## config.mk

```make
export PLATFORM = sky130hd
export DESIGN_NAME = nonpreemptive_job_scheduler
export DESIGN_NICKNAME = d
export VERILOG_FILES = /design/src/rtl/njs_pkg.sv /design/src/rtl/njs_ram.sv /design/src/rtl/njs_ctrl.sv /design/src/rtl/njs_dp.sv /design/src/rtl/nonpreemptive_job_scheduler.sv
export SDC_FILE = /design/constraint.sdc
export NUM_CORES = 1
export LEC_CHECK = 0
export BUFFER_PORTS_ARGS = -buffer_cell sky130_fd_sc_hd__buf_2
export CELL_PAD_IN_SITES_DETAIL_PLACEMENT = 1
export CELL_PAD_IN_SITES_GLOBAL_PLACEMENT = 2
export CORE_AREA = 5 5 278 348
export CTS_CLUSTER_SIZE = 24
export DETAILED_ROUTE_END_ITERATION = 7
export DIE_AREA = 0 0 283 353
export GPL_TIMING_DRIVEN = 1
export PLACE_DENSITY_LB_ADDON = 0.1
export SLEW_MARGIN = 20
export SYNTH_ARGS = -nofsm -noshare
export SYNTH_HDL_FRONTEND = slang
export SYNTH_SLANG_ARGS = --single-unit
```

## constraint.sdc

```tcl
create_clock -name clk -period 5.7 [get_ports clk]
set_input_delay 0.57 -clock clk [delete_from_list [all_inputs] [get_ports clk]]
set_output_delay 0.57 -clock clk [all_outputs]
set_load 0.01 [all_outputs]
```

## src/rtl/njs_pkg.sv

```systemverilog
package njs_pkg;

  localparam int FIELD_W       = 16;
  localparam int JOB_W         = 3 * FIELD_W;
  localparam int TAT_W         = 20;
  localparam int SUM_W         = 23;
  localparam int IDX_OUT_W     = 3;
  localparam int IN_TDATA_W    = 48;
  localparam int OUT_PAYLOAD_W = IDX_OUT_W + 2 * TAT_W + 2 * SUM_W;
  localparam int OUT_TDATA_W   = 96;

  localparam logic POLICY_SJF  = 1'b0;
  localparam logic POLICY_PRIO = 1'b1;

  typedef enum logic [2:0] {
    ST_LOAD,
    ST_SCAN,
    ST_DRAIN,
    ST_DECIDE,
    ST_COMMIT,
    ST_EMIT_RD,
    ST_EMIT_OUT
  } state_t;

  typedef struct packed {
    logic load;
    logic scan_init;
    logic scan_step;
    logic decide;
    logic commit;
    logic emit_phase;
    logic emit_load;
    logic run_clear;
  } cmd_t;

  typedef struct packed {
    logic scan_last;
    logic sel_found;
    logic sel_last;
    logic emit_last;
    logic out_free;
  } sts_t;

endpackage

```

## src/rtl/njs_ram.sv

```systemverilog
module njs_ram #(
  parameter int WIDTH = 8,
  parameter int DEPTH = 8
) (
  input  logic                                       clk,
  input  logic                                       we,
  input  logic [((DEPTH > 1) ? $clog2(DEPTH) : 1)-1:0] waddr,
  input  logic [WIDTH-1:0]                           wdata,
  input  logic [((DEPTH > 1) ? $clog2(DEPTH) : 1)-1:0] raddr,
  output logic [WIDTH-1:0]                           rdata
);

  logic [WIDTH-1:0] mem [DEPTH];

  always_ff @(posedge clk) begin
    if (we) begin
      mem[waddr] <= wdata;
    end
    rdata <= mem[raddr];
  end

endmodule

```

## src/rtl/njs_ctrl.sv

```systemverilog
module njs_ctrl (
  input  logic          clk,
  input  logic          rst_n,
  input  logic          in_tvalid,
  input  logic          in_tlast,
  output logic          in_tready,
  input  njs_pkg::sts_t sts,
  output njs_pkg::cmd_t cmd
);
  import njs_pkg::*;

  state_t state_r;
  state_t state_nxt;
  logic   accept;

  assign accept = in_tvalid && (state_r == ST_LOAD);

  always_ff @(posedge clk) begin
    if (!rst_n) begin
      state_r <= ST_LOAD;
    end else begin
      state_r <= state_nxt;
    end
  end

  always_comb begin
    state_nxt = state_r;
    unique case (state_r)
      ST_LOAD: begin
        if (accept && in_tlast) state_nxt = ST_SCAN;
      end
      ST_SCAN: begin
        if (sts.scan_last) state_nxt = ST_DRAIN;
      end
      ST_DRAIN: begin
        state_nxt = ST_DECIDE;
      end
      ST_DECIDE: begin
        state_nxt = sts.sel_found ? ST_COMMIT : ST_SCAN;
      end
      ST_COMMIT: begin
        state_nxt = sts.sel_last ? ST_EMIT_RD : ST_SCAN;
      end
      ST_EMIT_RD: begin
        state_nxt = ST_EMIT_OUT;
      end
      ST_EMIT_OUT: begin
        if (sts.out_free) state_nxt = sts.emit_last ? ST_LOAD : ST_EMIT_RD;
      end
      default: begin
        state_nxt = ST_LOAD;
      end
    endcase
  end

  always_comb begin
    cmd       = '0;
    in_tready = 1'b0;
    unique case (state_r)
      ST_LOAD: begin
        in_tready     = 1'b1;
        cmd.load      = accept;
        cmd.scan_init = accept && in_tlast;
      end
      ST_SCAN: begin
        cmd.scan_step = 1'b1;
      end
      ST_DRAIN: begin
      end
      ST_DECIDE: begin
        cmd.decide    = 1'b1;
        cmd.scan_init = !sts.sel_found;
      end
      ST_COMMIT: begin
        cmd.commit     = 1'b1;
        cmd.scan_init  = !sts.sel_last;
        cmd.emit_phase = sts.sel_last;
      end
      ST_EMIT_RD: begin
        cmd.emit_phase = 1'b1;
      end
      ST_EMIT_OUT: begin
        cmd.emit_phase = 1'b1;
        cmd.emit_load  = sts.out_free;
        cmd.run_clear  = sts.out_free && sts.emit_last;
      end
      default: begin
      end
    endcase
  end

endmodule

```

## src/rtl/njs_dp.sv

```systemverilog
module njs_dp #(
  parameter int MAX_JOBS = 8
) (
  input  logic                               clk,
  input  logic                               rst_n,
  input  njs_pkg::cmd_t                      cmd,
  output njs_pkg::sts_t                      sts,
  input  logic [njs_pkg::IN_TDATA_W-1:0]     in_tdata,
  input  logic                               cfg_wr_en,
  input  logic                               cfg_wr_data,
  input  logic                               out_tready,
  output logic                               out_tvalid,
  output logic [njs_pkg::OUT_TDATA_W-1:0]    out_tdata,
  output logic                               out_tlast
);
  import njs_pkg::*;

  localparam int IDX_W  = (MAX_JOBS > 1) ? $clog2(MAX_JOBS) : 1;
  localparam int CNT_W  = $clog2(MAX_JOBS + 1);
  localparam int TICK_W = FIELD_W + CNT_W;

  logic                     policy_r;
  logic [CNT_W-1:0]         loaded_r;
  logic [CNT_W-1:0]         done_r;
  logic [TICK_W-1:0]        tick_r;
  logic [MAX_JOBS-1:0]      fin_r;
  logic [IDX_W-1:0]         scan_idx_r;
  logic                     cmp_vld_r;
  logic [IDX_W-1:0]         cmp_idx_r;
  logic                     found_r;
  logic [FIELD_W-1:0]       best_key_r;
  logic [IDX_W-1:0]         best_idx_r;
  logic [FIELD_W-1:0]       best_arr_r;
  logic [FIELD_W-1:0]       best_burst_r;
  logic [FIELD_W-1:0]       min_arr_r;
  logic [IDX_W-1:0]         emit_idx_r;
  logic [SUM_W-1:0]         sum_tat_r;
  logic [SUM_W-1:0]         sum_wt_r;
  logic                     out_valid_r;
  logic [OUT_PAYLOAD_W-1:0] out_data_r;
  logic                     out_last_r;

  logic                     job_we;
  logic [IDX_W-1:0]         job_raddr;
  logic [JOB_W-1:0]         job_rd;
  logic [TICK_W-1:0]        tat_rd;
  logic [TICK_W-1:0]        tat_wdata;
  logic [FIELD_W-1:0]       rd_arr;
  logic [FIELD_W-1:0]       rd_burst;
  logic [FIELD_W-1:0]       rd_pri;
  logic [FIELD_W-1:0]       key;
  logic                     pending;
  logic                     take;
  logic                     lower_arr;
  logic [TICK_W-1:0]        wt;
  logic [SUM_W-1:0]         sum_tat_nxt;
  logic [SUM_W-1:0]         sum_wt_nxt;
  logic [SUM_W-1:0]         tot_tat;
  logic [SUM_W-1:0]         tot_wt;

  assign job_we    = cmd.load && (loaded_r < CNT_W'(MAX_JOBS));
  assign job_raddr = cmd.emit_phase ? emit_idx_r : scan_idx_r;
  assign tat_wdata = tick_r - TICK_W'(best_arr_r);

  njs_ram #(.WIDTH(JOB_W), .DEPTH(MAX_JOBS)) u_job_ram (
    .clk   (clk),
    .we    (job_we),
    .waddr (loaded_r[IDX_W-1:0]),
    .wdata (in_tdata[JOB_W-1:0]),
    .raddr (job_raddr),
    .rdata (job_rd)
  );

  njs_ram #(.WIDTH(TICK_W), .DEPTH(MAX_JOBS)) u_tat_ram (
    .clk   (clk),
    .we    (cmd.commit),
    .waddr (best_idx_r),
    .wdata (tat_wdata),
    .raddr (emit_idx_r),
    .rdata (tat_rd)
  );

  assign rd_arr   = job_rd[FIELD_W-1:0];
  assign rd_burst = job_rd[2*FIELD_W-1:FIELD_W];
  assign rd_pri   = job_rd[3*FIELD_W-1:2*FIELD_W];

  // selection compare, one entry per cycle
  always_comb begin
    key       = (policy_r == POLICY_PRIO) ? rd_pri : rd_burst;
    pending   = cmp_vld_r && !fin_r[cmp_idx_r];
    take      = pending && (TICK_W'(rd_arr) <= tick_r) && (!found_r || key < best_key_r);
    lower_arr = pending && (rd_arr < min_arr_r);
  end

  always_comb begin
    wt          = tat_rd - TICK_W'(rd_burst);
    sum_tat_nxt = sum_tat_r + SUM_W'(tat_rd);
    sum_wt_nxt  = sum_wt_r + SUM_W'(wt);
    tot_tat     = sts.emit_last ? sum_tat_nxt : '0;
    tot_wt      = sts.emit_last ? sum_wt_nxt : '0;
  end

  always_comb begin
    sts.scan_last = (CNT_W'(scan_idx_r) + CNT_W'(1)) == loaded_r;
    sts.sel_found = found_r;
    sts.sel_last  = (done_r + CNT_W'(1)) == loaded_r;
    sts.emit_last = (CNT_W'(emit_idx_r) + CNT_W'(1)) == loaded_r;
    sts.out_free  = !out_valid_r || out_tready;
  end

  always_ff @(posedge clk) begin
    if (!rst_n) begin
      policy_r    <= POLICY_SJF;
      loaded_r    <= '0;
      done_r      <= '0;
      tick_r      <= '0;
      fin_r       <= '0;
      cmp_vld_r   <= 1'b0;
      emit_idx_r  <= '0;
      sum_tat_r   <= '0;
      sum_wt_r    <= '0;
      out_valid_r <= 1'b0;
    end else begin
      if (cfg_wr_en) policy_r <= cfg_wr_data;
      if (job_we) loaded_r <= loaded_r + CNT_W'(1);
      cmp_vld_r <= cmd.scan_step;
      if (cmd.decide) begin
        tick_r <= found_r ? tick_r + TICK_W'(best_burst_r) : TICK_W'(min_arr_r);
      end
      if (cmd.commit) begin
        fin_r[best_idx_r] <= 1'b1;
        done_r            <= done_r + CNT_W'(1);
      end
      if (cmd.run_clear) begin
        emit_idx_r <= '0;
        sum_tat_r  <= '0;
        sum_wt_r   <= '0;
      end else if (cmd.emit_load) begin
        emit_idx_r <= emit_idx_r + IDX_W'(1);
        sum_tat_r  <= sum_tat_nxt;
        sum_wt_r   <= sum_wt_nxt;
      end
      if (cmd.emit_load) begin
        out_valid_r <= 1'b1;
      end else if (out_tready) begin
        out_valid_r <= 1'b0;
      end
      if (cmd.run_clear) begin
        loaded_r <= '0;
        done_r   <= '0;
        tick_r   <= '0;
        fin_r    <= '0;
      end
    end
  end

  always_ff @(posedge clk) begin
    if (cmd.scan_init) begin
      scan_idx_r <= '0;
      found_r    <= 1'b0;
      min_arr_r  <= '1;
    end else if (cmd.scan_step) begin
      scan_idx_r <= scan_idx_r + IDX_W'(1);
    end
    cmp_idx_r <= scan_idx_r;
    if (take) begin
      found_r      <= 1'b1;
      best_key_r   <= key;
      best_idx_r   <= cmp_idx_r;
      best_arr_r   <= rd_arr;
      best_burst_r <= rd_burst;
    end
    if (lower_arr) min_arr_r <= rd_arr;
    if (cmd.emit_load) begin
      out_data_r <= {tot_wt, tot_tat, TAT_W'(wt), TAT_W'(tat_rd), IDX_OUT_W'(emit_idx_r)};
      out_last_r <= sts.emit_last;
    end
  end

  assign out_tvalid = out_valid_r;
  assign out_tdata  = OUT_TDATA_W'(out_data_r);
  assign out_tlast  = out_last_r;

endmodule

```

## src/rtl/nonpreemptive_job_scheduler.sv

```systemverilog
// Non-preemptive job scheduler. Jobs are loaded one per cycle (arrival, burst,
// priority); in_tlast closes the set and starts the run, and jobs beyond MAX_JOBS
// are dropped. cfg_wr_data selects shortest burst first (0) or lowest priority
// number first (1); write it only between runs. Every selection is one pass
// over the job memory (read pipeline, decide, completion write), and an
// idle-time jump costs one extra pass. One result per job then follows in load
// order, each read from memory and then loaded into the output register once
// it is free; the last carries the totals and tlast. in_tready drops from the
// final load until the last result has entered the output register. No
// clearing pass is needed after reset.
module nonpreemptive_job_scheduler #(
  parameter int MAX_JOBS = 8
) (
  input  logic                            clk,
  input  logic                            rst_n,
  input  logic                            in_tvalid,
  output logic                            in_tready,
  // arrival_time, burst_time, priority_value
  input  logic [njs_pkg::IN_TDATA_W-1:0]  in_tdata,
  input  logic                            in_tlast,
  output logic                            out_tvalid,
  input  logic                            out_tready,
  // job_index, turnaround, waiting, total_turnaround, total_waiting, zero pad
  output logic [njs_pkg::OUT_TDATA_W-1:0] out_tdata,
  output logic                            out_tlast,
  input  logic                            cfg_wr_en,
  input  logic                            cfg_wr_data
);
  import njs_pkg::*;

  cmd_t cmd;
  sts_t sts;

  njs_ctrl u_ctrl (
    .clk       (clk),
    .rst_n     (rst_n),
    .in_tvalid (in_tvalid),
    .in_tlast  (in_tlast),
    .in_tready (in_tready),
    .sts       (sts),
    .cmd       (cmd)
  );

  njs_dp #(.MAX_JOBS(MAX_JOBS)) u_dp (
    .clk         (clk),
    .rst_n       (rst_n),
    .cmd         (cmd),
    .sts         (sts),
    .in_tdata    (in_tdata),
    .cfg_wr_en   (cfg_wr_en),
    .cfg_wr_data (cfg_wr_data),
    .out_tready  (out_tready),
    .out_tvalid  (out_tvalid),
    .out_tdata   (out_tdata),
    .out_tlast   (out_tlast)
  );

endmodule

```

== Word-level counts from Yosys, hierarchy flattened ==
Memory sizes are Yosys's and may differ from the RTL's. A register that Yosys moved wholly into a read port is not among the register bits.
Cells that the tools add are included.

* Register bits: 255
* Bits in writable memories: 544
* Output and inout port bits: 99
* Logic and storage cells: 107
* Memories kept: 2

{| class="wikitable"
|+ Memory list
! name !! depth !! width !! read ports !! clocked after memory_dff !! wr ports !! line !! RTL
|-
| u_dp.u_job_ram.mem || 8 || 48 || 1 || 1 || 1 || njs_ram.sv:13 || <nowiki>logic [WIDTH-1:0] mem [DEPTH];</nowiki>
|-
| u_dp.u_tat_ram.mem || 8 || 20 || 1 || 1 || 1 || njs_ram.sv:13 ||
|}

* Add/subtract/negate cells: 11
* Magnitude comparators: 7
* Equality and inequality tests: 12
* Mux-type cells: 30
* Bitwise gates (word level): 2
* Reductions and logical operators: 21

{| class="wikitable"
|+ Operators with widths
! kind !! number
|-
| 2-to-1 mux 16 bit || 3
|-
| adder 23 x 20 -> 23 bit || 2
|-
| subtractor 20 x 16 -> 20 bit || 2
|-
| < comparator 16 bit || 2
|-
| 2-to-1 mux 3 bit || 7
|-
| case mux 3 bit (7 select lines) || 1
|-
| adder 20 x 16 -> 20 bit || 1
|-
| <= comparator 16 x 20 -> 1 bit || 1
|-
| 2-to-1 mux 20 bit || 1
|-
| 2-to-1 mux 1 bit || 13
|-
| equality test 4 bit || 3
|-
| equality test 3 bit, second input constant || 3
|-
| logical AND 1 bit || 9
|-
| adder 3 x 1 -> 4 bit, second input constant || 2
|-
| adder 4 x 1 -> 4 bit, second input constant || 2
|-
| < comparator 3 x 4 -> 1 bit, second input constant || 2
|-
| OR 8 bit || 1
|-
| adder 3 x 1 -> 3 bit, second input constant || 2
|-
| equality test 3 x 2 -> 1 bit, second input constant || 2
|-
| zero test 1 bit || 4
|-
| < comparator 4 bit, second input constant || 1
|-
| inequality test 2 bit, second input constant || 2
|-
| nonzero test 2 bit || 2
|-
| OR reduction 2 bit || 2
|-
| 12 further kinds || 13
|}

== Longest topological paths before layout ==
Gate-level depths: netlist of run 1.

* Word-level depth: 6
* Depth in mapped cells: 22
* Gate-level depth less buffers: 21

== By module ==
Synthesis of run 1 repeated with hierarchy kept, for this count alone.

* Cell total of the unflattened synthesis: 2401
* Area total of the unflattened synthesis: 37450.9 um^2

{| class="wikitable"
|+ By module, submodules not included
! module !! instances !! cells an instance !! area each (um^2) !! seq. area each (um^2)
|-
| njs_ram (u_dp.u_job_ram) || 1 || 616 || 15620.0 || 12492.0
|-
| njs_dp || 1 || 1477 || 14889.3 || 6616.3
|-
| njs_ram (u_dp.u_tat_ram) || 1 || 264 || 6612.6 || 5205.0
|-
| njs_ctrl || 1 || 44 || 329.1 || 60.1
|}

== Worst setup path before layout of run 1 ==
OpenSTA, ideal clock, no wires.

* Path type: reg-to-reg
* Start point: register u_dp.policy_r
* End point: register u_dp.best_arr_r[0] (enable)
* Library setup time: 0.538 ns
* Arrival time: 5.738 ns
* Data required time: 5.162 ns
* Path slack: -0.576 ns
* Stages on the path, launching flop included: 11
* Buffers on the path: 1
* Clock period less this slack: 6.276 ns
* Path through: dfxtp_1 > clkbuf_1 > o21ai_0 > ha_1 > a21o_1 > a21o_1 > a211oi_1 > o21bai_1 > a21oi_1 > o21ai_0 > a211oi_1

* Cells in the longest elaborated chain, start to end: 4

{| class="wikitable"
|+ RTL lines
! what !! line !! RTL
|-
| start, declared || njs_dp.sv:22 || <nowiki>logic policy_r;</nowiki>
|-
| start signal, assigned || njs_dp.sv:124 || <nowiki>if (cfg_wr_en) policy_r <= cfg_wr_data;</nowiki>
|-
| 2-to-1 mux 16 bit || njs_dp.sv:89 || <nowiki>key = (policy_r == POLICY_PRIO) ? rd_pri : rd_burst;</nowiki>
|-
| net u_dp.key[9] || njs_dp.sv:51 || <nowiki>logic [FIELD_W-1:0] key;</nowiki>
|-
| < comparator 16 bit || njs_dp.sv:91 || <nowiki>take = pending && (TICK_W'(rd_arr) <= tick_r) && (!found_r || key < best_key_r);</nowiki>
|-
| logical OR 1 bit || njs_dp.sv:91 ||
|-
| logical AND 1 bit || njs_dp.sv:91 ||
|-
| net u_dp.take || njs_dp.sv:53 || <nowiki>logic take;</nowiki>
|-
| end signal, assigned || njs_dp.sv:170 || <nowiki>best_arr_r <= rd_arr;</nowiki>
|-
| end, declared || njs_dp.sv:33 || <nowiki>logic [FIELD_W-1:0] best_arr_r;</nowiki>
|}

The timed path passes the listed nets, and every way through them passes these cells.
A chain may end at the register's enable or synchronous reset.

== Worst setup path in the final report of run 1 ==
* Start point: register u_dp.u_tat_ram.rdata[1] (read register of u_dp.u_tat_ram.mem)
* End point: register u_dp.sum_wt_r[22]

* Cells in the longest elaborated chain, start to end: 2

{| class="wikitable"
|+ RTL lines
! what !! line !! RTL
|-
| start, declared || njs_ram.sv:10 || <nowiki>output logic [WIDTH-1:0] rdata</nowiki>
|-
| subtractor 20 x 16 -> 20 bit || njs_dp.sv:96 || <nowiki>wt = tat_rd - TICK_W'(rd_burst);</nowiki>
|-
| net u_dp.wt[17] || njs_dp.sv:55 || <nowiki>logic [TICK_W-1:0] wt;</nowiki>
|-
| adder 23 x 20 -> 23 bit || njs_dp.sv:98 || <nowiki>sum_wt_nxt = sum_wt_r + SUM_W'(wt);</nowiki>
|-
| end signal, assigned || njs_dp.sv:141 || <nowiki>sum_wt_r <= sum_wt_nxt;</nowiki>
|-
| end, declared || njs_dp.sv:38 || <nowiki>logic [SUM_W-1:0] sum_wt_r;</nowiki>
|}

The timed path passes the listed nets, and every way through them passes these cells.

==> out/results.ini, run 1 <==
[run_status]
outcome=completed

[global_routing]
grt_pass1_vias=23300
grt_pass1_wl_mm=144
grt_max_degree=69
track_usage_pct=18.7
grt-ovfl-total=0
antenna_found_initial=11

[power]
p_leak_nw=16.6
power_density_nw_per_um2=425
ir_drop_mv=0.259

[routing]
vias=21500
drc_errors=0
drt_iter0_markers=1036
routed_wl_mm=95.1
wl_per_cell_um=23.2
vias_per_cell=5.24
drt-pass1-iter-count=4
detail-route-antenna-nets=0

[floorplanning]
start_util_pct=40.7
die_w_um=283
pin_count=154
row_count=125
die_h_um=353
dieArea_um2=99900
core-area_um2=92700

[worst_hold_path]
hold_class=primary input to flop

[setup_path]
worstSetupPathType=flop to flop
cp.required_ps=6280
worst_path_largest_cell_delay_ps=690
crit_path_frequent_cell=o21ai_0
worstPathArrival_ps=5340
cp_top_family=compound AO/OA/AOI/OAI gates
critPathLaunchType=flop
critPathCaptureType=flop
crit_slowest_cell=a211oi_1
path_max_fanout=6
cp_cell_sequence=ha_1 -> nor2b_1 -> o21ai_0 -> a21boi_0 -> o21ai_0 -> o21ai_0 -> a211oi_1 -> o311ai_0 -> ha_1 -> and4_1 -> nand3_1 -> o21ai_0 -> a31oi_1 -> o21ai_0 -> nand3_1 -> or3_1 -> a21oi_1
cp.buffers_inverters=0

[clock_network]
tritoncts=yes
cts_resized=0
cts_hold_buf=0
clk_latency_ps=650
clk_pin_slew_ps=60
cts_buffer_depth=3
cts_made_buffers=90
cts-root-buf=clkbuf_16
postCtsSetupRepairBufs=0
clock_sinks=867
htree_num_levels=3

[synth]
ys_ff_latch=867
synth_commonest_cells=701 x edfxtp_1, 301 x mux2i_1, 167 x nor2_1
synth_edf_count=701
synthMostInstantiatedCell=edfxtp_1
yosysWarningCount=0
postSynthCellCount=2644
avgSynthCellArea_um2=14.3
ys_types=71
synth_top_area_share_pct=55.8
synthTopCellsByArea=edfxtp_1 56%, dfxtp_1 8.8%, mux2i_1 8.0%
ys.flop_type=edfxtp_1
syn_area_um2=37700
synth_top_cell_by_area=edfxtp_1
seq_area_frac_synth_pct=64.6
ys_async_sr_fraction_pct=0

[place]
dp_hpwl_mm=63.3
place_congestion=0.820
numPortBuffers=146

[final_layout]
layout-drive-gt1-share_pct=16.1
final_core_util_pct=46.2
area_delta_synth_final_pct=13.6
final_nets=3021

[timing]
setup_tns_ps=0
fin_crit_sh_pct=83.6
slew_violations=0
slew_headroom_pct=33.3
max_freq_ghz=0.210
fin_crit_ps=4770
rsz0062_at_grt=no
setup_viol=0
finalHoldViolations=0
tightest_slew_ps=994
finalClockSkew_ps=21.6

[job]
maxCapViolCount=0

[per-stage QoR]
step / std cells / hold slack [ps] / total power [mW] / setup slack [ps] / instance area, um^2
floorplan: 2650 / 378 / 11.1 / 541 / 37700
global placement: 3935 / 415 / 12.4 / 1140 / 39900
detailed placement: 3935 / 419 / 12.5 / 975 / 39900
CTS: 4101 / 138 / 18.5 / 946 / 42800
global route: 4101 / 179 / 19.1 / 498 / 42800
finish: 4105 / 188 / 18.2 / 933 / 42800
[cell type report]
| class | instances | area [um^2] |
|---|---|---|
| diodes | 4 | 10.0 |
| clock buffers | 128 | 2560 |
| clock inverters | 38 | 382 |
| fillers | 9255 | 49900 |
| inverters | 120 | 453 |
| multi-input cells | 1552 | 12400 |
| flip-flops and latches | 867 | 24400 |
| well taps | 1206 | 1510 |
| repair buffers | 190 | 1120 |
[cells by family after synthesis]
family	share of synthesized area, %
flip-flops	64.6
multiplexers	12.6
adder cells (fa/ha/maj)	4.91
AO/OA/AOI/OAI	6.73
AND/OR/NAND/NOR	5.85
other	0.00994
buffers and inverters	2.90
XOR/XNOR	2.34
[cells in the final DEF (no fill, tap or decap), types with 9 or more instances in the layout]
| cell type | synthesis | layout |
|---|---|---|
| o21ai_0 | 95 | 95 |
| a21o_1 | 42 | 42 |
| mux2i_1 | 301 | 299 |
| edfxtp_1 | 701 | 701 |
| nand2_1 | 128 | 128 |
| o21bai_1 | 12 | 12 |
| a211oi_1 | 27 | 25 |
| nand2b_1 | 29 | 29 |
| nand3_1 | 38 | 37 |
| ha_1 | 140 | 140 |
| or3_1 | 9 | 9 |
| clkbuf_1 | 66 | 27 |
| clkbuf_16 | 0 | 95 |
| nor2_1 | 167 | 161 |
| and2_1 | 21 | 21 |
| a21oi_1 | 119 | 119 |
| inv_1 | 118 | 118 |
| buf_4 | 9 | 39 |
| xnor2_1 | 59 | 59 |
| mux4_2 | 42 | 42 |
| mux2_2 | 72 | 72 |
| dfxtp_1 | 166 | 164 |
| clkinv_2 | 0 | 15 |
| nor3_1 | 29 | 23 |
| nor2b_1 | 13 | 13 |
| nand4_1 | 14 | 14 |
| a21boi_0 | 12 | 12 |
| o21a_1 | 21 | 21 |
| clkinv_1 | 2 | 11 |
| buf_2 | 9 | 146 |
| xor2_1 | 40 | 40 |
| a31oi_1 | 17 | 17 |
[state kept, by name, summed over array words and instances, names as in the netlist, 3 cells and up]
name / cells
u_dp.scan_idx_r: 3
u_dp.best_idx_r: 3
u_dp.tick_r: 20
u_dp.emit_idx_r: 3
u_dp.sum_tat_r: 23
u_dp.done_r: 4
u_dp.cmp_idx_r: 3
u_ctrl.state_r: 3
u_dp.u_job_ram.rdata: 48
u_dp.sum_wt_r: 23
u_dp.u_tat_ram.mem: 160
u_dp.u_tat_ram.rdata: 20
u_dp.best_key_r: 16
u_dp.loaded_r: 4
u_dp.u_job_ram.mem: 384
u_dp.out_data_r: 89
u_dp.best_burst_r: 16
u_dp.fin_r: 8
u_dp.min_arr_r: 16
u_dp.best_arr_r: 16
[power breakdown]
| part | total (mW) | internal, mW | switching, mW |
|---|---|---|---|
| registers | 7.89 | 7.55 | 0.344 |
| clock network | 5.84 | 3.44 | 2.40 |
| logic | 4.46 | 1.76 | 2.70 |
[worst min-delay path: stages]
cell and delay (ps):
buf_2 70, mux2i_1 60, nor2b_1 90
[final timing paths]
check	from	cells after the start	slack, ps	to
max	u_dp.u_tat_ram.rdata[1]	17	930	u_dp.sum_wt_r[22]
min	cfg_wr_data	3	190	u_dp.policy_r
max reg2reg	u_dp.u_tat_ram.rdata[1]	17	930	u_dp.sum_wt_r[22]
min reg2reg	u_dp.u_job_ram.rdata[31]	0	430	u_dp.best_burst_r[15]
[routing by layer]
layer	routed length (um)	share of wire [%]	global-route usage (%)	up-vias
li1	-	-	-	10200
met1	40000	42	22.6	10800
met2	49100	52	34.2	309
met3	3040	3.2	2.87	132
met4	2920	3.1	6.21	10
met5	65	0.068	0	-
(Power assumes the default switching activity.)
==> run 2: changes to the inputs <==
--- a/config.mk
+++ b/config.mk
@@ -5,13 +5,14 @@
 export SDC_FILE = /design/constraint.sdc
 export NUM_CORES = 1
 export LEC_CHECK = 0
+export ABC_AREA = 1
 export BUFFER_PORTS_ARGS = -buffer_cell sky130_fd_sc_hd__buf_2
 export CELL_PAD_IN_SITES_DETAIL_PLACEMENT = 1
 export CELL_PAD_IN_SITES_GLOBAL_PLACEMENT = 2
-export CORE_AREA = 5 5 278 348
+export CORE_AREA = 5 5 301 377
 export CTS_CLUSTER_SIZE = 24
 export DETAILED_ROUTE_END_ITERATION = 7
-export DIE_AREA = 0 0 283 353
+export DIE_AREA = 0 0 306 382
 export GPL_TIMING_DRIVEN = 1
 export PLACE_DENSITY_LB_ADDON = 0.1
 export SLEW_MARGIN = 20
==> constraint.sdc (replaced) <==
create_clock -name clk -period 4.15 [get_ports clk]
set_input_delay 0.415 -clock clk [delete_from_list [all_inputs] [get_ports clk]]
set_output_delay 0.415 -clock clk [all_outputs]
set_load 0.01 [all_outputs]
==> run 2 against run 1 <==
Compared with the run above:
- worst hold slack lost 33 ps
- power grew 44%
- synthesized area grew 6.6%
- sequential power grew 37%
- via count grew 35%
- first-iteration DRC count grew 34%
- utilization shrank 3.8 points
- non-clock buffer count grew 73
- clock power grew 46%
- synthesized cell count grew 55%
- critical path type unchanged
- largest power group unchanged
==> out/results.ini, run 2 <==
[run_status]
outcome=completed

[setup_path]
critPathLaunchType=flop
critPathCaptureType=flop
worstPathArrival_ps=4350
cp.required_ps=4720
cp-startpoint=u_dp.u_job_ram.rdata[18]
path_max_fanout=5
worstSetupPathType=flop to flop
r2r-start=u_dp.u_job_ram.rdata[18]

[synth]
seq_area_frac_synth_pct=60.6
ys_ff_latch=867
synth_commonest_cells=742 x nand2_1, 701 x edfxtp_1, 643 x inv_1
avgSynthCellArea_um2=9.79
synthMostInstantiatedCell=nand2_1
synth_top_cell_by_area=edfxtp_1
yosysWarningCount=0
synth_top_area_share_pct=52.4
postSynthCellCount=4107
ys.flop_type=edfxtp_1
ys_types=49
synth_edf_count=701
syn_area_um2=40200
synthTopCellsByArea=edfxtp_1 52%, dfxtp_1 8.3%, nand2_1 6.9%
ys_async_sr_fraction_pct=0

[floorplanning]
dieArea_um2=117000
start_util_pct=36.7
core-area_um2=109000
pin_count=154
die_h_um=382
row_count=136
die_w_um=306

[power]
p_leak_nw=19.6
switching_share_pct=33.4
pwr-share-comb_pct=26.3
p_clk_share_pct=32.6
p_sw_mw=8.78
power_density_nw_per_um2=566
ir_drop_mv=0.367
power_frac_seq_pct=41.2
total_power_mw=26.3
p_int_mw=17.5

[clock_network]
tritoncts=yes
cts_made_buffers=94
htree_num_levels=3
cts-root-buf=clkbuf_16
postCtsSetupRepairBufs=0
clk_latency_ps=700
cts_buffer_depth=3
clock_sinks=867
clk_pin_slew_ps=60

[place]
numPortBuffers=146
place_congestion=0.832
dp_hpwl_mm=80.8

[routing]
vias_per_cell=4.97
vias=29000
wl_per_cell_um=20.9
detail-route-antenna-nets=0
drc_errors=0
routed_wl_mm=122
drt-pass1-iter-count=5
drt_iter0_markers=1385

[global_routing]
grt_max_degree=164
grt_pass1_wl_mm=185
grt-ovfl-total=0
antenna_found_initial=5
grt_pass1_vias=30200
track_usage_pct=20.6

[final_layout]
layout-drive-gt1-share_pct=9.24
largest_reg_flops=384
final_nets=4501
layout_common_cells=740 x nand2_1, 701 x edfxtp_1, 640 x inv_1, 530 x nand3_1, 315 x nor2_1
top_register=u_dp.u_job_ram.mem
top_regs=u_dp.u_job_ram.mem x384, u_dp.u_tat_ram.mem x160, u_dp.out_data_r x89
final_core_util_pct=42.4
final_common_cell=nand2_1
area_delta_synth_final_pct=15.5
fillers=12300

[timing]
slew_violations=0
slew_headroom_pct=26.5
finalHoldViolations=0
setup_tns_ps=0
setup_viol=0
tightest_slew_ps=1100
finalClockSkew_ps=29.4
fin_crit_sh_pct=90.9
max_freq_ghz=0.265
fin_crit_ps=3770
rsz0062_at_grt=no

[worst_hold_path]
hold_path.startpoint=rst_n
hold_class=primary input to flop

[job]
maxCapViolCount=0

[run 2: changes by cell type after synthesis, moves of 75 or more]
| cell | delta |
|---|---|
| o21ai_0 | +80 |
| a21oi_1 | +75 |
| inv_1 | +525 |
| nand3_1 | +494 |
| nand2_1 | +614 |
| mux2i_1 | -300 |
| nor2_1 | +155 |
[run 2: cell type report]
cell class                      instances  area, um^2  share of cell area [%]
Multi-Input combinational cell       2427       12800                    27.5
Timing Repair Buffer                  263        1900                    4.09
Inverter                              648        2430                    5.24
Antenna cell                            1        2.50                 0.00539
Tap cell                             1449        1810                    3.90
Clock inverter                         47         517                    1.11
Clock buffer                          130        2620                    5.64
Sequential cell                       867       24400                    52.5
[run 2: power groups by stage]
stage                     clock network, mW  logic [mW]  registers, mW
final                                  8.55        6.90           10.8
after global placement                    0        6.87           11.0
after global routing                   9.16        7.78           10.9
after floorplan                           0        4.62           10.7
after CTS                              8.80        7.04           10.8
after detailed placement                  0        6.97           11.0
[run 2: cells by family after synthesis]
kind of cell,Yosys count,share of synthesized area (%)
and+or+nand+nor,1708,18.3
DFF,867,60.6
buffers and inverters,819,8.10
AOI/OAI and AO/OA,490,6.68
adders and majority gates,145,4.61
xor gates and xnor gates,76,1.66
other,1,0.00933
muxes,1,0.0249
[run 2: final timing paths]
path                                to  slack (ps)  cells past startpoint
setup / recovery     u_dp.sum_wt_r[14]         380                     17
hold reg to reg   u_dp.best_burst_r[4]         440                      0
setup reg to reg     u_dp.sum_wt_r[14]         380                     17
hold / removal       u_ctrl.state_r[1]         160                      3
[run 2: metal layers]
| metal | GRT usage [%] | routed length (um) | share of wire (%) |
|---|---|---|---|
| met5 | 0 | 21 | 0.017 |
| met4 | 6.74 | 3730 | 3.1 |
| met3 | 2.41 | 3980 | 3.3 |
| met2 | 37.7 | 62200 | 51 |
| met1 | 25.3 | 52000 | 43 |
[run 2: repair_timing]
item | 4_1_cts | 5_1_grt
endpoints found under the setup margin | 0 | 1
endpoints found under the hold margin | 371 | 0
hold buffers | 50 | 0
gates resized for setup | 0 | 1
[run 2: stage by stage]
stage / area [um^2] / instances / setup slack [ps] / hold slack (ps)
floorplan: 40200 / 4113 / -858 / 387
global placement: 42700 / 5602 / 424 / 415
detailed placement: 42800 / 5604 / 426 / 422
CTS: 46400 / 5831 / 389 / 85.1
global route: 46400 / 5831 / 49.0 / 110
finish: 46400 / 5832 / 376 / 155
[run 2: critical path: stages, from the launching register on]
cell	delay (ps)
dfxtp_1	350
inv_1	90
ha_1	340
a21oi_1	220
o21ai_0	110
a21oi_1	280
o21bai_1	170
a21oi_1	220
xnor2_1	190
ha_1	350
a21oi_1	220
o21ai_0	110
a21oi_1	270
nand2_1	170
xnor2_1	290
nand2_1	80
o211ai_1	110
inv_1	60
